[config.mk]
export PLATFORM = sky130hd
export DESIGN_NAME = arwf_core
export DESIGN_NICKNAME = d
export VERILOG_FILES = /design/src/rtl/arwf_pkg.sv /design/src/rtl/arwf_core.sv
export SDC_FILE = /design/constraint.sdc
export NUM_CORES = 1
export LEC_CHECK = 0
export BUFFER_PORTS_ARGS = -buffer_cell sky130_fd_sc_hd__buf_2
export CAP_MARGIN = 20
export CORE_MARGIN = 1.5
export CORE_UTILIZATION = 28
export DETAILED_ROUTE_END_ITERATION = 10
export GPL_ROUTABILITY_DRIVEN = 0
export PLACE_DENSITY = 0.49
export SYNTH_ARGS = -nofsm -noshare
export SYNTH_HDL_FRONTEND = slang
export SYNTH_SLANG_ARGS = --single-unit
[constraint.sdc]
create_clock -name clock -period 11 [get_ports clock]
set_input_delay 1.65 -clock clock [delete_from_list [all_inputs] [get_ports clock]]
set_output_delay 1.65 -clock clock [all_outputs]
set_load 0.01 [all_outputs]
[src/rtl/arwf_pkg.sv]
package arwf_pkg;

   // ring geometry (power of two)
   localparam int RING_FRAMES = 1024;
   localparam int RING_AW     = $clog2(RING_FRAMES);
   localparam int CNT_W       = RING_AW + 1;
   localparam int HALF_RING   = RING_FRAMES / 2;

   // rate control
   localparam int NOMINAL_FRAMES = 48;
   localparam int GUARD_BAND     = 2 * NOMINAL_FRAMES;
   localparam int FB_W           = 20;
   localparam int FB_FRAC        = 14;
   localparam int FB_GAIN_SH     = 3;
   localparam int FB_MAX_CORR    = 4096;
   localparam int CORR_W         = CNT_W + FB_GAIN_SH + 1;
   localparam logic [FB_W-1:0] FB_NOMINAL = FB_W'(NOMINAL_FRAMES << FB_FRAC);

   // payload widths
   localparam int SAMPLE_W = 16;
   localparam int FRAME_W  = 2 * SAMPLE_W;
   localparam int COUNT_W  = 6;
   localparam int OP_W     = 3;

   // register port
   localparam int CSR_AW = 3;
   localparam int CSR_DW = 32;

   typedef enum logic [OP_W-1:0] {
      OP_WRITE   = 3'd0,
      OP_TICK    = 3'd1,
      OP_RESTART = 3'd2,
      OP_READ    = 3'd3,
      OP_STOP    = 3'd4
   } op_type;

   typedef enum logic {
      CSR_RING_ATTACHED = 1'b0,
      CSR_MUTE          = 1'b1
   } csr_idx_type;

   typedef struct packed {
      logic [OP_W-1:0]             op;
      logic signed [SAMPLE_W-1:0]  left;
      logic signed [SAMPLE_W-1:0]  right;
      logic                        first;
      logic [COUNT_W-1:0]          count;
      logic [RING_AW-1:0]          rd;
   } item_type;

   typedef struct packed {
      logic signed [SAMPLE_W-1:0]  play_left;
      logic signed [SAMPLE_W-1:0]  play_right;
      logic [FB_W-1:0]             feedback;
      logic [RING_AW-1:0]          fill;
      logic                        restarted;
   } result_type;

   typedef struct packed {
      logic attached;
      logic mute;
      logic attach_wr;
   } cfg_type;

   typedef struct packed {
      logic               en;
      logic [RING_AW-1:0] addr;
      logic [FRAME_W-1:0] data;
   } wr_type;

endpackage

[src/rtl/arwf_core.sv]
module arwf_core (
   input  logic                          clock,
   input  logic                          reset,
   input  logic                          go,
   input  arwf_pkg::item_type            item,
   input  logic [arwf_pkg::FRAME_W-1:0]  rd_data,
   input  arwf_pkg::cfg_type             cfg,
   output arwf_pkg::wr_type              wr,
   output arwf_pkg::result_type          res
);
   import arwf_pkg::*;

   localparam logic signed [CORR_W-1:0] CORR_MAX = CORR_W'(FB_MAX_CORR);
   localparam logic signed [CORR_W-1:0] CORR_MIN = -CORR_MAX;
   localparam logic [CNT_W:0]  WR_UPPER   = (CNT_W+1)'(RING_FRAMES - GUARD_BAND);
   localparam logic [RING_AW-1:0] TICK_UPPER = RING_AW'(RING_FRAMES - GUARD_BAND);
   localparam logic [RING_AW-1:0] GUARD_LIM  = RING_AW'(GUARD_BAND);
   localparam logic [RING_AW-1:0] HALF_OFS   = RING_AW'(HALF_RING);
   localparam logic [CNT_W-1:0]   CNT_FULL   = CNT_W'(RING_FRAMES);

   // ring state; written region since the last clear is tracked as
   // range a (from start_a) and range b (from zero, after a detached restart)
   logic [RING_AW-1:0] wp_ff, wp_in;
   logic               started_ff, started_in;
   logic [RING_AW-1:0] start_a_ff, start_a_in;
   logic [CNT_W-1:0]   cnt_a_ff, cnt_a_in;
   logic [CNT_W-1:0]   cnt_b_ff, cnt_b_in;
   logic               mode_b_ff, mode_b_in;

   logic [RING_AW-1:0]        fill_pre;
   logic [RING_AW-1:0]        wp_clear;
   logic [RING_AW-1:0]        wp_wr;
   logic                      too_low;
   logic                      wr_too_high;
   logic                      tick_too_high;
   logic                      clear;
   logic [RING_AW-1:0]        rel_a;
   logic                      entry_valid;
   logic [RING_AW-1:0]        fill_tick;
   logic signed [CNT_W-1:0]   fill_err;
   logic signed [CORR_W-1:0]  corr_raw;
   logic signed [CORR_W-1:0]  corr;
   logic [CNT_W-1:0]          wr_end;

   assign fill_pre      = wp_ff - item.rd;
   assign wp_clear      = item.rd + HALF_OFS;
   assign too_low       = fill_pre < GUARD_LIM;
   assign wr_too_high   = ((CNT_W+1)'(fill_pre) + (CNT_W+1)'(item.count)) > WR_UPPER;
   assign tick_too_high = fill_pre > TICK_UPPER;

   // stored entry counts only if written since the last clear
   assign rel_a       = item.rd - start_a_ff;
   assign entry_valid = (CNT_W'(rel_a) < cnt_a_ff) || (CNT_W'(item.rd) < cnt_b_ff);

   // feedback correction: -8 * (fill - half ring), clamped
   assign fill_err = $signed(CNT_W'(fill_tick)) - $signed(CNT_W'(HALF_RING));
   assign corr_raw = -($signed(CORR_W'(fill_err)) <<< FB_GAIN_SH);
   always_comb begin
      priority if (corr_raw > CORR_MAX) begin
         corr = CORR_MAX;
      end else if (corr_raw < CORR_MIN) begin
         corr = CORR_MIN;
      end else begin
         corr = corr_raw;
      end
   end

   // one item's state update and result
   always_comb begin
      wp_in      = wp_ff;
      started_in = started_ff;
      start_a_in = start_a_ff;
      cnt_a_in   = cnt_a_ff;
      cnt_b_in   = cnt_b_ff;
      mode_b_in  = mode_b_ff;
      clear      = 1'b0;
      wp_wr      = wp_ff;
      fill_tick  = fill_pre;
      wr_end     = '0;
      wr.en      = 1'b0;
      wr.addr    = wp_ff;
      wr.data    = cfg.mute ? '0 : {item.right, item.left};
      res        = '0;

      unique case (item.op)
         OP_WRITE: begin
            if (cfg.attached && (item.count != '0)) begin
               if (item.first && (!started_ff || too_low || wr_too_high)) begin
                  clear = 1'b1;
                  wp_wr = wp_clear;
               end
               wr.en   = 1'b1;
               wr.addr = wp_wr;
               wp_in   = wp_wr + RING_AW'(1);
            end
         end
         OP_TICK: begin
            res.feedback = FB_NOMINAL;
            if (cfg.attached && started_ff) begin
               if (too_low || tick_too_high) begin
                  clear     = 1'b1;
                  wp_in     = wp_clear;
                  fill_tick = HALF_OFS;
               end
               res.feedback = FB_NOMINAL + FB_W'(corr);
            end
         end
         OP_RESTART: begin
            if (cfg.attached) begin
               clear = 1'b1;
               wp_in = wp_clear;
            end else begin
               started_in = 1'b0;
               wp_in      = '0;
               mode_b_in  = 1'b1;
            end
         end
         OP_READ: begin
            if (cfg.attached && entry_valid) begin
               res.play_left  = rd_data[SAMPLE_W-1:0];
               res.play_right = rd_data[FRAME_W-1:SAMPLE_W];
            end
         end
         OP_STOP: begin
            started_in = 1'b0;
         end
         default: ;
      endcase

      // clear empties both tracked ranges
      if (clear) begin
         started_in = 1'b1;
         start_a_in = wp_clear;
         cnt_a_in   = '0;
         cnt_b_in   = '0;
         mode_b_in  = 1'b0;
      end

      // extend the range the write lands in
      if (wr.en) begin
         wr_end = CNT_W'(wr.addr) + CNT_W'(1);
         if (mode_b_in) begin
            if (wr_end > cnt_b_in) begin
               cnt_b_in = wr_end;
            end
         end else if (cnt_a_in != CNT_FULL) begin
            cnt_a_in = cnt_a_in + CNT_W'(1);
         end
      end

      res.restarted = clear;
      res.fill      = cfg.attached ? (wp_in - item.rd) : '0;
   end

   always_ff @(posedge clock) begin
      if (reset) begin
         wp_ff      <= '0;
         started_ff <= 1'b0;
         start_a_ff <= '0;
         cnt_a_ff   <= '0;
         cnt_b_ff   <= '0;
         mode_b_ff  <= 1'b0;
      end else if (go) begin
         wp_ff      <= wp_in;
         started_ff <= started_in;
         start_a_ff <= start_a_in;
         cnt_a_ff   <= cnt_a_in;
         cnt_b_ff   <= cnt_b_in;
         mode_b_ff  <= mode_b_in;
      end else if (cfg.attach_wr) begin
         started_ff <= 1'b0;
      end
   end

endmodule

==> metrics.txt <==
# TYPE chip_impl_metric gauge
chip_impl_metric{name="holdBufCountCts",unit=""} 0
chip_impl_info{name="holdCritStartpoint",value="cnt_a_ff[9]"} 1
chip_impl_metric{name="vdd_ir_drop_max",unit="mV"} 0.0682
chip_impl_metric{name="cp.buffers_inverters",unit=""} 4
chip_impl_metric{name="vias_per_cell",unit=""} 5.19
chip_impl_metric{name="ff_latch_count_synth",unit=""} 44
chip_impl_metric{name="synthXorXnorAreaFrac",unit="%"} 5.91
chip_impl_metric{name="max_stage_delay",unit="ps"} 620
chip_impl_metric{name="ant_nets",unit=""} 0
chip_impl_metric{name="synth.yosys.warnings",unit=""} 0
chip_impl_metric{name="worstSkewPairLatency",unit="ps"} 300
chip_impl_info{name="synth_top_family_by_area",value="simple AND/OR/NAND/NOR gates"} 1
chip_impl_metric{name="share_of_layout_cells_above_drive_strength_1",unit="%"} 24.5
chip_impl_metric{name="numClockSinks",unit=""} 44
chip_impl_info{name="synth_top_cell_by_area",value="dfxtp_1"} 1
chip_impl_metric{name="slew_headroom",unit="%"} 39.8
chip_impl_metric{name="r2r_slack",unit="ps"} 3260
chip_impl_info{name="yosys-top-cells-area",value="dfxtp_1, ha_1, and2_1"} 1
chip_impl_metric{name="die_y",unit="um"} 155
chip_impl_metric{name="synth.lib_cells_used.distinct",unit=""} 84
chip_impl_metric{name="timing.setup.tns",unit="ps"} 0
chip_impl_info{name="yosys_most_used_dff",value="dfxtp_1"} 1
chip_impl_info{name="clock-root-buffer",value="clkbuf_16"} 1
chip_impl_metric{name="first_pass_grt_wire_length",unit="um"} 35100
chip_impl_metric{name="clk_path_buf_depth",unit=""} 2
chip_impl_metric{name="post_drt_wl_per_cell",unit="um"} 17.2
chip_impl_metric{name="detail_route.first_pass.iterations",unit=""} 6
chip_impl_metric{name="worst_hold_slack",unit="ps"} 484
chip_impl_metric{name="first_drt_iteration_drcs",unit=""} 501
chip_impl_metric{name="synth_edf_count",unit=""} 0
chip_impl_metric{name="synth_simple_gate_area_share",unit="%"} 28.3
chip_impl_metric{name="hold_violations",unit=""} 0
chip_impl_metric{name="post-dp-hpwl",unit="um"} 17900
chip_impl_metric{name="synth_largest_type_area_fraction",unit="%"} 13.5
chip_impl_metric{name="final_design_area_no_fill",unit="mm^2"} 0.00790
chip_impl_info{name="worst_reg2reg_startpoint",value="wp_ff[0]"} 1
chip_impl_info{name="critical_path.top_delay_family",value="compound AO/OA/AOI/OAI gates"} 1
chip_impl_metric{name="nets",unit=""} 1214
chip_impl_metric{name="rows",unit=""} 55
chip_impl_metric{name="yosys-mux-area-fraction",unit="%"} 5.25
chip_impl_metric{name="rr_worst_depth",unit=""} 29
chip_impl_info{name="worst_hold_path_type",value="reg -> reg"} 1
chip_impl_metric{name="worst_margin_slew",unit="ps"} 903
chip_impl_metric{name="path_clk_slew",unit="ps"} 70
chip_impl_info{name="setup.worst_path.start_class",value="input port"} 1
chip_impl_metric{name="drv.max_cap_violation_count",unit=""} 0
chip_impl_metric{name="final_core_utilization",unit="%"} 34.8
chip_impl_metric{name="grt_max_degree",unit=""} 46
chip_impl_metric{name="floorplan.core_area",unit="mm^2"} 0.0227
chip_impl_metric{name="portBuffers",unit=""} 192
chip_impl_info{name="tritoncts",value="done"} 1
chip_impl_metric{name="fill_cells",unit=""} 2443
chip_impl_metric{name="worstPathMaxFanout",unit=""} 8
chip_impl_metric{name="worst_hold_path.num_cells",unit=""} 2
chip_impl_metric{name="max_freq",unit="GHz"} 0.0966
chip_impl_metric{name="htree_num_levels",unit=""} 2
chip_impl_metric{name="wl",unit="um"} 23000
chip_impl_metric{name="timing.final.crit_share",unit="%"} 94.1
chip_impl_metric{name="num_antenna_cells",unit=""} 0
chip_impl_metric{name="synth_compound_area_share",unit="%"} 24.4
chip_impl_metric{name="cts_inserted_buffers",unit=""} 5
chip_impl_metric{name="die_w",unit="um"} 155
chip_impl_info{name="critical-path-slowest-cell",value="or4b_2"} 1
chip_impl_metric{name="async_reset_ff_share",unit="%"} 0
chip_impl_metric{name="netlist_instances",unit=""} 888
chip_impl_info{name="worst_setup_path_end_kind",value="output port"} 1
chip_impl_info{name="run_status",value="finished clean"} 1
chip_impl_metric{name="cp.arrival",unit="ps"} 8700
chip_impl_metric{name="p_leak",unit="uW"} 0.00362
chip_impl_info{name="rr_endpoint",value="cnt_b_ff[3]"} 1
chip_impl_info{name="critical_path.most_common_cell",value="o21ai_0"} 1
chip_impl_metric{name="critical_path_rt",unit="ps"} 9350
chip_impl_info{name="holdPathEnd",value="cnt_a_ff[9]"} 1
chip_impl_info{name="critPathKind",value="in -> out"} 1
chip_impl_metric{name="timing.clock.skew",unit="ps"} 4.13
chip_impl_metric{name="area.growth.synth_to_final",unit="%"} 21.5
chip_impl_metric{name="maxSlewViolCount",unit=""} 0
chip_impl_metric{name="antenna_violations_before_repair",unit=""} 0
chip_impl_metric{name="per_instance_average_area_after_synthesis",unit="um^2"} 7.32
chip_impl_metric{name="synth_fa_ha_area_share",unit="%"} 14.3
chip_impl_metric{name="die-area",unit="mm^2"} 0.0242
chip_impl_metric{name="yosysSeqAreaShare",unit="%"} 13.5
chip_impl_metric{name="power_density",unit="mW/mm^2"} 80.9
chip_impl_metric{name="vias",unit=""} 6933
chip_impl_metric{name="setup-violations-final",unit=""} 0
chip_impl_metric{name="globalRoute.totalOverflow",unit=""} 0
chip_impl_metric{name="groute.usage.overall",unit="%"} 18.3
chip_impl_metric{name="drc_errors",unit=""} 0
chip_impl_metric{name="placed_cell_area",unit="mm^2"} 0.00773
chip_impl_metric{name="synthesis.area",unit="mm^2"} 0.00650
chip_impl_metric{name="initial_core_util",unit="%"} 28.6
chip_impl_metric{name="first_global_vias",unit=""} 6355
chip_impl_metric{name="ioPinCount",unit=""} 196
chip_impl_metric{name="clock_period_minus_final_worst_setup_slack",unit="ps"} 10350
chip_impl_metric{name="fin_total_pwr",unit="uW"} 640
-- metrics by stage --
step / instances / setup slack [ps]
after floorplan: 890 / 897
after global placement: 1330 / 413
after detailed placement: 1330 / 221
after CTS: 1337 / 164
after global routing: 1337 / -0.787
final: 1337 / 647
-- logic make-up after synthesis --
| kind of cell | count (synthesis) |
|---|---|
| buffers and inverters | 129 |
| other | 1 |
| xor gates and xnor gates | 43 |
| AOI/OAI and AO/OA | 222 |
| DFF | 44 |
| adders and majority gates | 72 |
| and+or+nand+nor | 345 |
| muxes | 32 |
-- flip-flops by register name (all words and copies together) (netlist names) --
name	count
cnt_a_ff	11
cnt_b_ff	11
mode_b_ff	1
start_a_ff	10
started_ff	1
wp_ff	10
-- cell usage in the layout, fill, tap and decap left out, types with 25 or more instances in the layout --
cell type	netlist	final
buf_2	7	192
nand2_1	72	72
inv_1	69	69
nor2_1	70	69
ha_1	68	67
a21oi_1	56	54
and2_1	47	47
dfxtp_1	44	44
nor2b_1	39	39
o21ai_0	34	31
xnor2_1	26	25
-- worst max path at each step --
stage,start,to,slack [ps],cells past startpoint
finish,item[1],res[10],650,37
global route,item[0],res[10],-0.8,38
CTS,item[2],res[10],160,36
detailed placement,item[0],res[10],220,36
global placement,item[0],res[10],410,36
floorplan,item[1],res[10],900,35
-- Yosys cell counts, types with 5 or more instances --
library cell / n
mux2_2: 7
nor2_1: 70
o31ai_1: 11
xor2_1: 16
nand3b_1: 5
a311oi_1: 6
mux2i_1: 24
nor2b_1: 39
nand2b_1: 12
buf_4: 11
a211oi_1: 16
nand2_1: 72
o21bai_1: 11
xnor2_1: 26
clkbuf_1: 37
a21oi_1: 56
o21ai_0: 34
nand4_1: 14
inv_1: 69
a21boi_0: 6
ha_1: 68
buf_2: 7
nor4_1: 11
o21a_1: 9
a22o_1: 8
and3_1: 5
nand3_1: 24
a21o_1: 13
and2_1: 47
nor3_1: 16
dfxtp_1: 44
-- where the power goes --
part	switching, uW	internal (uW)
clock	75.9	82.9
sequential	7.65	162
combinational	179	131
-- routing by layer --
metal / share of wire, % / routed length (um) / track usage (%)
met2: 45 / 10400 / 30.0
met5: 0 / 0 / 0
met1: 47 / 10800 / 25.5
met3: 6.3 / 1450 / 2.53
met4: 1.1 / 244 / 3.99
-- tightest hold or removal path: cells and delay by family (launching register included) --
family | cells | cell delay [ps]
flops | 1 | 330
compound gates | 1 | 50
simple gates | 1 | 60
-- final cells by class --
| cell class | count | area, um^2 | share of cell area [%] |
|---|---|---|---|
| Timing Repair Buffer | 213 | 1120 | 14.2 |
| Clock buffer | 5 | 125 | 1.58 |
| Tap cell | 285 | 357 | 4.51 |
| Multi-Input combinational cell | 717 | 5140 | 65.1 |
| Sequential cell | 44 | 881 | 11.1 |
| Inverter | 71 | 267 | 3.37 |
| Clock inverter | 2 | 12.5 | 0.158 |
-- repair_timing --
| action | in CTS | in global routing |
|---|---|---|
| endpoints found under the setup margin | 0 | 1 |
| gates resized for setup | 0 | 13 |
| setup buffers | 0 | 0 |
Power figures use the tool's default switching activity.
