==> src/rtl/arwf_pkg.sv <==
package arwf_pkg;

   // ring geometry (power of two)
   localparam int RING_FRAMES = 1024;
   localparam int RING_AW     = $clog2(RING_FRAMES);
   localparam int CNT_W       = RING_AW + 1;
   localparam int HALF_RING   = RING_FRAMES / 2;

   // rate control
   localparam int NOMINAL_FRAMES = 48;
   localparam int GUARD_BAND     = 2 * NOMINAL_FRAMES;
   localparam int FB_W           = 20;
   localparam int FB_FRAC        = 14;
   localparam int FB_GAIN_SH     = 3;
   localparam int FB_MAX_CORR    = 4096;
   localparam int CORR_W         = CNT_W + FB_GAIN_SH + 1;
   localparam logic [FB_W-1:0] FB_NOMINAL = FB_W'(NOMINAL_FRAMES << FB_FRAC);

   // payload widths
   localparam int SAMPLE_W = 16;
   localparam int FRAME_W  = 2 * SAMPLE_W;
   localparam int COUNT_W  = 6;
   localparam int OP_W     = 3;

   // register port
   localparam int CSR_AW = 3;
   localparam int CSR_DW = 32;

   typedef enum logic [OP_W-1:0] {
      OP_WRITE   = 3'd0,
      OP_TICK    = 3'd1,
      OP_RESTART = 3'd2,
      OP_READ    = 3'd3,
      OP_STOP    = 3'd4
   } op_type;

   typedef enum logic {
      CSR_RING_ATTACHED = 1'b0,
      CSR_MUTE          = 1'b1
   } csr_idx_type;

   typedef struct packed {
      logic [OP_W-1:0]             op;
      logic signed [SAMPLE_W-1:0]  left;
      logic signed [SAMPLE_W-1:0]  right;
      logic                        first;
      logic [COUNT_W-1:0]          count;
      logic [RING_AW-1:0]          rd;
   } item_type;

   typedef struct packed {
      logic signed [SAMPLE_W-1:0]  play_left;
      logic signed [SAMPLE_W-1:0]  play_right;
      logic [FB_W-1:0]             feedback;
      logic [RING_AW-1:0]          fill;
      logic                        restarted;
   } result_type;

   typedef struct packed {
      logic attached;
      logic mute;
      logic attach_wr;
   } cfg_type;

   typedef struct packed {
      logic               en;
      logic [RING_AW-1:0] addr;
      logic [FRAME_W-1:0] data;
   } wr_type;

endpackage

==> src/rtl/arwf_csr.sv <==
module arwf_csr (
   input  logic                          clock,
   input  logic                          reset,
   input  logic                          psel,
   input  logic                          penable,
   input  logic                          pwrite,
   input  logic [arwf_pkg::CSR_AW-1:0]   paddr,
   input  logic [arwf_pkg::CSR_DW-1:0]   pwdata,
   output logic [arwf_pkg::CSR_DW-1:0]   prdata,
   output logic                          pready,
   output arwf_pkg::cfg_type             cfg
);
   import arwf_pkg::*;

   logic        attached_ff;
   logic        mute_ff;
   logic        wr_strobe;
   csr_idx_type idx;

   assign wr_strobe = psel && penable && pwrite;
   assign idx       = csr_idx_type'(paddr[CSR_AW-1]);
   assign pready    = 1'b1;

   // register writes
   always_ff @(posedge clock) begin
      if (reset) begin
         attached_ff <= 1'b0;
         mute_ff     <= 1'b0;
      end else if (wr_strobe) begin
         unique case (idx)
            CSR_RING_ATTACHED: attached_ff <= pwdata[0];
            CSR_MUTE:          mute_ff     <= pwdata[0];
            default: ;
         endcase
      end
   end

   // read mux
   always_comb begin
      prdata = '0;
      unique case (idx)
         CSR_RING_ATTACHED: prdata[0] = attached_ff;
         CSR_MUTE:          prdata[0] = mute_ff;
         default: ;
      endcase
   end

   assign cfg.attached  = attached_ff;
   assign cfg.mute      = mute_ff;
   assign cfg.attach_wr = wr_strobe && (idx == CSR_RING_ATTACHED);

endmodule

==> config.mk <==
export PLATFORM = sky130hd
export DESIGN_NAME = arwf_csr
export DESIGN_NICKNAME = d
export VERILOG_FILES = /design/src/rtl/arwf_pkg.sv /design/src/rtl/arwf_csr.sv
export SDC_FILE = /design/constraint.sdc
export NUM_CORES = 1
export LEC_CHECK = 0
export BUFFER_PORTS_ARGS = -buffer_cell sky130_fd_sc_hd__buf_4
export CAP_MARGIN = 20
export CORE_MARGIN = 3
export CORE_UTILIZATION = 22
export CTS_BUF_LIST = sky130_fd_sc_hd__clkbuf_4
export CTS_CLUSTER_SIZE = 8
export DETAILED_ROUTE_END_ITERATION = 7
export PLACE_DENSITY = 0.76
export SYNTH_ARGS = -nofsm -noshare
export SYNTH_HDL_FRONTEND = slang
export SYNTH_SLANG_ARGS = --single-unit
export TNS_END_PERCENT = 50
==> constraint.sdc <==
create_clock -name clock -period 0.8 [get_ports clock]
set_clock_uncertainty 0.05 [all_clocks]
set_input_delay 0.04 -clock clock [delete_from_list [all_inputs] [get_ports clock]]
set_output_delay 0.04 -clock clock [all_outputs]
set_load 0.03 [all_outputs]
==> results of run 1 <==
## power by group through the flow
| stage | clock network [mW] | registers [mW] | logic, mW |
|---|---|---|---|
| detailed placement | 0 | 0.105 | 0.255 |
| CTS | 0.238 | 0.104 | 0.260 |
| global placement | 0 | 0.105 | 0.254 |
| floorplan | 0 | 0.105 | 0.342 |
| global route | 0.237 | 0.104 | 0.282 |
| finish | 0.221 | 0.104 | 0.263 |
## logic make-up (layout without fill, tap and decap cells)
kind of cell	Yosys count	after routing	synth area share
and+or+nand+nor	5	5	0.1040
muxes	3	3	0.08389
buffers and inverters	34	15	0.6846
DFF	2	2	0.1074
other	2	32	0.02014
## per-layer routing
metal / track usage / up-vias / share of wire
li1: - / 99 / -
met1: 0.03356 / 92 / 0.25
met2: 0.08130 / 20 / 0.62
met3: 0.01149 / 0 / 0.12
met4: 0.04972 / 0 / 0
met5: 0 / - / 0
## area by class of cell
| type | count | share of cell area |
|---|---|---|
| multi-input combinational | 40 | 0.5132 |
| sequential | 2 | 0.1060 |
| clock buffer | 3 | 0.05960 |
| timing repair buffer | 12 | 0.2682 |
| tap | 16 | 0.05298 |
## tightest hold or removal path, stage by stage
cell      delay [ps]
buf_4             80
nand2b_1          90
mux2i_1           60
## state kept, by name, summed over array words and instances, names as in the netlist
signal	cells
attached_ff	1
mute_ff	1
## what timing repair did
item	4_1_cts	5_1_grt
gates resized for setup	4	0
hold buffers	0	0
endpoints found under the hold margin	0	0
endpoints found under the setup margin	3	3
## stage by stage
step	setup slack (ps)	TNS, ps
6_report	-218.2	-359.7
5_1_grt	-242.5	-426.2
3_3_place_gp	-3.666	-3.666
3_5_place_dp	-2.012	-2.012
2_1_floorplan	75.09	0
4_1_cts	-231.2	-400.8
## cells in the mapped netlist
library cell,instances
nand2b_1,3
dfxtp_1,2
mux2i_1,2
conb_1,2
mux2_2,1
buf_4,34
nand4_1,1
and4b_4,1
## final timing paths
kind                                 start                       end  slack, ps  cells after the start
setup / recovery  attached_ff$_SDFFE_PP0P_                 prdata[0]       -220                      2
hold / removal                       reset      mute_ff$_SDFFE_PP0P_         50                      3
setup reg to reg      mute_ff$_SDFFE_PP0P_      mute_ff$_SDFFE_PP0P_         80                      3
hold reg to reg   attached_ff$_SDFFE_PP0P_  attached_ff$_SDFFE_PP0P_        550                      3
==> results.toml, run 1 <==
[detailed_routing]
vias_per_cell = 2.890
detail_route.wl_per_cell_um = 7.000
ant_nets = 0
drt-total-wl_um = 511
first_pass_iters = 1
drcViolationCount = 0
initialDrtViolationCount = 0
vias = 211

[die]
fp.dieH_um = 47.17
row_count = 14
die_width_um = 47.17
io_pins = 76
core_area_mm2 = 0.001559
dieArea_mm2 = 0.002225
initial_core_util = 0.2392

[layout]
fin_nets = 99
drive_gt1_frac = 0.2982
final_cell_mix = "conb_1 (32), buf_4 (9), nand2b_1 (3), clkbuf_4 (3), buf_6 (3)"
area_delta_synth_final_pct = 1.342
antennaDiodeCount = 0
mostFrequentLayoutCell = "conb_1"
nFillCells = 174
final_area_um2 = 377.9
final_core_util = 0.2424
register_area_um2 = 40.04
multi_input_area_um2 = 193.9
finalNonFillerCells = 73

[worst_setup_path]
critPathArrivalTime_ps = 930
path_max_fanout = 2
path_cells = "mux2_4 -> buf_6"
cp-start-kind = "flop"
crit_slowest_cell = "dfxtp_1"
critPathBufInv = 1
critPathKind = "reg -> out"
endpoint_kind = "output pin"
crit_family = "flip-flops"
cp_data_required_time_ps = 710
max_stage_delay_ps = 300

[pwr]
power_switching_mw = 0.2804
p_int_mw = 0.3072
p_leak_nw = 0.2264
combPwrFrac = 0.447
sequentialPowerShare = 0.177
power_density_mw_per_mm2 = 1555
swShare = 0.4773
ir_drop_v = 0.0005025
p_total_mw = 0.5876
p_clk_frac = 0.376

[sta]
drv_slew = 0
setup_violations = 3
hold_ws_ps = 53.83
fin_crit_ps = 1018
finalHoldViolations = 0
max_freq_ghz = 0.9821
setup_ws_ps = -218.2
rsz0062_at_grt = "true"
period_share = 1.273

[clocking]
clock_latency_ps = 220
htree_levels = 1
cts_made_buffers = 3
clockRootBuffer = "clkbuf_4"
tritoncts = "built"
clk_pin_slew_ps = 30
cts_setup_buffers = 0
clock-sinks = 2
clock_path_buffers = 2

[grt]
grt_pass1_vias = 176
grt_usage = 0.04391
grt_overflow = 0
grt_pass1_wl_um = 627
antenna_found_initial = 0
grt_start_max_net_pins = 4

[synth]
synth_area_leaders = "buf_4 (68%), dfxtp_1 (11%), mux2i_1 (5.4%), nand2b_1 (5.0%), and4b_4 (3.7%)"
synthesis.area_um2 = 372.9
yosys.area.top_type_share = 0.6846
synthCells = 46
syn_avg_cell_area_um2 = 8.106
synth.distinct_cells = 8
synth_seq_area_share = 0.1074
yosysWarnings = 0
yosysTopAreaCell = "buf_4"
ys_ff_latch = 2

[placement]
post-place-cells = 70
io_buffers = 10
hpwl_um = 451
place_area_um2 = 340.3
routabilityCongestion = 0.7222

[status]
status = "finished with violations"
failed_checks = "setup timing"

[flow_run]
drv_cap = 0

[hold_path]
worstHoldPathType = "in -> reg"
Power figures use the tool's default switching activity.
==> inputs of run 2 (changes only) <==
==> config.mk (replaced) <==
export PLATFORM = sky130hd
export DESIGN_NAME = arwf_csr
export DESIGN_NICKNAME = d
export VERILOG_FILES = /design/src/rtl/arwf_pkg.sv /design/src/rtl/arwf_csr.sv
export SDC_FILE = /design/constraint.sdc
export NUM_CORES = 1
export LEC_CHECK = 0
export CAP_MARGIN = 20
export CORE_AREA = 3 3 40 42
export CTS_BUF_LIST = sky130_fd_sc_hd__clkbuf_4
export CTS_CLUSTER_SIZE = 8
export DETAILED_ROUTE_END_ITERATION = 7
export DIE_AREA = 0 0 43 45
export DONT_BUFFER_PORTS = 1
export SYNTH_ARGS = -nofsm -noshare
export SYNTH_HDL_FRONTEND = slang
export SYNTH_SLANG_ARGS = --single-unit
export TNS_END_PERCENT = 50
==> results.toml, run 2 (synthesis gave the netlist of run 1 again) <==
[sta]
rsz0062_at_grt = "true"
finalHoldViolations = 0
fin_crit_ps = 945.3
finalSetupTns_ps = -313.8
period_share = 1.182
setup_violations = 3
max_freq_ghz = 1.058
setup_ws_ps = -145.3
drv_slew = 0
hold_ws_ps = 80.80

[layout]
drive_gt1_frac = 0.2321
top_regs = "attached_ff (1), mute_ff (1)"
final_cell_mix = "conb_1 (32), dlygate4sd3_1 (5), clkbuf_4 (3), buf_4 (3)"
fin_nets = 98
mostFrequentLayoutCell = "conb_1"
antennaDiodeCount = 0
area_delta_synth_final_pct = 5.369
nFillCells = 148
final_core_util = 0.3057
finalNonFillerCells = 71

[placement]
routabilityCongestion = 0.6277
post-place-cells = 60
io_buffers = 0
hpwl_um = 408.3

[detailed_routing]
vias_per_cell = 3.085
ant_nets = 0
drcViolationCount = 0
vias = 219
drt-total-wl_um = 579
first_pass_iters = 2
initialDrtViolationCount = 1
detail_route.wl_per_cell_um = 8.155

[hold_path]
worstHoldPathType = "in -> reg"
hold_start = "pwrite"

[clocking]
clock-sinks = 2
clk_pin_slew_ps = 30
clockRootBuffer = "clkbuf_4"
cts_made_buffers = 3
clock_latency_ps = 220
tritoncts = "built"
htree_levels = 1
clock_path_buffers = 2

[worst_setup_path]
path_max_fanout = 2
endpoint_kind = "output pin"
cp_data_required_time_ps = 710
path_cells = "mux2_4"
crit_family = "multiplexers"
r2r_start = "attached_ff$_SDFFE_PP0P_"
critPathBufInv = 0
crit_path_start = "attached_ff$_SDFFE_PP0P_"
crit_slowest_cell = "mux2_4"
critPathKind = "reg -> out"
cp-start-kind = "flop"
critPathArrivalTime_ps = 860
max_stage_delay_ps = 320

[die]
fp.dieH_um = 45
io_pins = 76
die_width_um = 43
core_area_mm2 = 0.001285
dieArea_mm2 = 0.001935
initial_core_util = 0.2902
row_count = 13

[pwr]
power_density_mw_per_mm2 = 1512
ir_drop_v = 0.0007448
p_leak_nw = 0.2321
p_total_mw = 0.5939

[flow_run]
drv_cap = 0

[grt]
grt_usage = 0.05814
grt_start_max_net_pins = 4
grt_overflow = 0
grt_pass1_wl_um = 724
antenna_found_initial = 0
grt_pass1_vias = 204

[status]
failed_checks = "setup timing"
status = "finished with violations"
[run 2: cell types whose count changed in the layout (fill, tap and decap cells not counted), sizes merged]
cell | previous run | this run
dlygate4sd3 | 0 | 5
buf | 12 | 5
dlymetal6s4s | 0 | 1
[run 2: report_power, final]
part           leakage, nW  internal [mW]  total (mW)  switching, mW
Combinational        0.201         0.0417       0.263          0.222
Sequential          0.0172          0.103       0.105        0.00150
Clock               0.0138          0.166       0.226         0.0601
[run 2: per-layer routing]
layer  GRT usage  routed length (um)
met3     0.03187                 107
met2      0.1048                 342
met5           0                   0
met1     0.02871                 128
met4     0.09036                   0
[run 2: metrics by stage]
stage,setup WS [ps],instance area [um2]
2_1_floorplan,75.09,485.5
3_3_place_gp,61.19,271.5
3_5_place_dp,55.67,271.5
4_1_cts,-152.7,370.4
5_1_grt,-178.8,392.9
6_report,-145.3,392.9
[run 2: final cells by class]
type                    count  area (um2)  area share
flip-flops and latches      2       42.54      0.1083
multi-input cells          40       201.4      0.5127
repair buffers             11       107.6      0.2739
clock buffers               3       22.52     0.05732
well taps                  15       18.77     0.04777
[run 2: final timing paths]
path | to | slack (ps) | cells after the start
worst max-delay path | prdata[0] | -150 | 1
worst min register to register | mute_ff$_SDFFE_PP0P_ | 430 | 2
worst max register to register | attached_ff$_SDFFE_PP0P_ | 70 | 3
worst min-delay path | attached_ff$_SDFFE_PP0P_ | 80 | 2
[run 2: timing repair]
item / CTS / global route
hold buffers: 6 / 0
setup endpoints to repair: 3 / 5
setup buffers: 1 / 1
endpoints found under the hold margin: 2 / 0
resized for setup: 3 / 4
==> inputs of run 3 (changes only) <==
--- a/config.mk
+++ b/config.mk
@@ -8,10 +8,12 @@
 export CAP_MARGIN = 20
 export CORE_AREA = 3 3 40 42
 export CTS_BUF_LIST = sky130_fd_sc_hd__clkbuf_4
+export CTS_CLUSTER_DIAMETER = 80
 export CTS_CLUSTER_SIZE = 8
 export DETAILED_ROUTE_END_ITERATION = 7
 export DIE_AREA = 0 0 43 45
 export DONT_BUFFER_PORTS = 1
+export GPL_ROUTABILITY_DRIVEN = 0
 export SYNTH_ARGS = -nofsm -noshare
 export SYNTH_HDL_FRONTEND = slang
 export SYNTH_SLANG_ARGS = --single-unit
==> constraint.sdc (replaced) <==
create_clock -name clock -period 0.8 [get_ports clock]
set_clock_uncertainty 0.05 [all_clocks]
set_input_delay 0.04 -clock clock [delete_from_list [all_inputs] [get_ports clock]]
set_output_delay 0.04 -clock clock [all_outputs]
set_load 0.1 [all_outputs]
==> results.toml, run 3 (synthesis gave the netlist of run 1 again) <==
[clocking]
clock_latency_ps = 220
cts_made_buffers = 3
htree_levels = 1
clock-sinks = 2
clk_pin_slew_ps = 30
clock_path_buffers = 2
clockRootBuffer = "clkbuf_4"
tritoncts = "built"

[layout]
final_area_um2 = 457.9
final_core_util = 0.3564
register_area_um2 = 42.54
nFillCells = 146
antennaDiodeCount = 0
finalNonFillerCells = 73
fin_nets = 100
mostFrequentLayoutCell = "conb_1"
area_delta_synth_final_pct = 22.82
drive_gt1_frac = 0.2586
final_cell_mix = "conb_1 (32), dlygate4sd3_1 (5), buf_12 (4)"
top_regs = "attached_ff (1), mute_ff (1)"
multi_input_area_um2 = 201.4

[sta]
finalHoldViolations = 0
max_freq_ghz = 0.9375
setup_ws_ps = -266.7
setup_violations = 4
fin_crit_ps = 1067
drv_slew = 0
finalSetupTns_ps = -626.3
rsz0062_at_grt = "true"
period_share = 1.333

[placement]
post-place-cells = 63
place_area_um2 = 319.1
io_buffers = 0
hpwl_um = 433.1
place_ws_ps = -36.80

[grt]
grt_usage = 0.07469
grt_pass1_vias = 217
grt_pass1_wl_um = 945
grt_overflow = 0
antenna_found_initial = 0
grt_start_max_net_pins = 4

[detailed_routing]
drt-total-wl_um = 655
ant_nets = 0
vias = 228
first_pass_iters = 2
vias_per_cell = 3.123
initialDrtViolationCount = 1
drcViolationCount = 0
detail_route.wl_per_cell_um = 8.973

[flow_run]
drv_cap = 0

[pwr]
sequentialPowerShare = 0.097
p_clk_frac = 0.200
p_int_mw = 0.3247
swShare = 0.7003
power_switching_mw = 0.7589
ir_drop_v = 0.0009166
power_density_mw_per_mm2 = 2366
combPwrFrac = 0.703
p_leak_nw = 0.2542

[worst_setup_path]
endpoint_kind = "output pin"
cp_data_required_time_ps = 710
r2r_cells = 4
critPathKind = "reg -> out"
path_max_fanout = 2
cp-start-kind = "flop"
critPathArrivalTime_ps = 980

[die]
die_width_um = 43
dieArea_mm2 = 0.001935
io_pins = 76
initial_core_util = 0.2902
core_area_mm2 = 0.001285
row_count = 13
fp.dieH_um = 45

[hold_path]
worstHoldPathType = "in -> reg"
hold_depth = 2

[status]
status = "finished with violations"
failed_checks = "setup timing"
-- run 3: changes by cell type in the layout (fill, tap and decap cells not counted), sizes merged --
cell  change
buf       +2
-- run 3: critical path, cell delays in order (launching register included) --
cell and delay, ps:
dfxtp_2 310, mux2_4 280, buf_12 170
-- run 3: repair_timing --
item                       in CTS  in global routing
hold endpoints to repair        2                  0
resized for setup               9                  4
hold buffers                    6                  0
setup endpoints to repair       3                  5
setup buffers                   0                  1
-- run 3: layer usage --
layer	part of all wire	wire length (um)	vias up	track usage
li1	-	-	101	-
met1	0.22	141	102	0.03819
met2	0.63	413	25	0.1497
met3	0.15	99	0	0.03586
met4	0	0	0	0.09036
met5	0	0	-	0
-- run 3: power groups by stage --
stage	Sequential (mW)	Clock (mW)	Combinational, mW
after CTS	0.104	0.233	0.749
final	0.105	0.217	0.762
after floorplan	0.105	0	0.822
after global routing	0.105	0.252	0.775
after detailed placement	0.105	0	0.716
after global placement	0.105	0	0.715
-- run 3: stage by stage --
stage / hold WS [ps] / power (mW)
after floorplan: 165.6 / 0.9274
after global placement: 177.5 / 0.8202
after detailed placement: 183.2 / 0.8207
after CTS: 106.9 / 1.086
after global routing: 109.0 / 1.131
final: 106.7 / 1.084
-- run 3: path summary, 6_finish.rpt --
check,start,to,slack (ps)
worst min-delay path,pwrite,attached_ff$_SDFFE_PP0P_,110
worst min register to register,mute_ff$_SDFFE_PP0P_,mute_ff$_SDFFE_PP0P_,580
worst max-delay path,attached_ff$_SDFFE_PP0P_,prdata[0],-270
worst max register to register,attached_ff$_SDFFE_PP0P_,attached_ff$_SDFFE_PP0P_,-40
-- run 3: cell type report --
| type | instances | share of cell area |
|---|---|---|
| timing repair buffer | 13 | 0.3771 |
| clock buffer | 3 | 0.04918 |
| sequential | 2 | 0.09290 |
| tap | 15 | 0.04098 |
| multi-input combinational | 40 | 0.4399 |
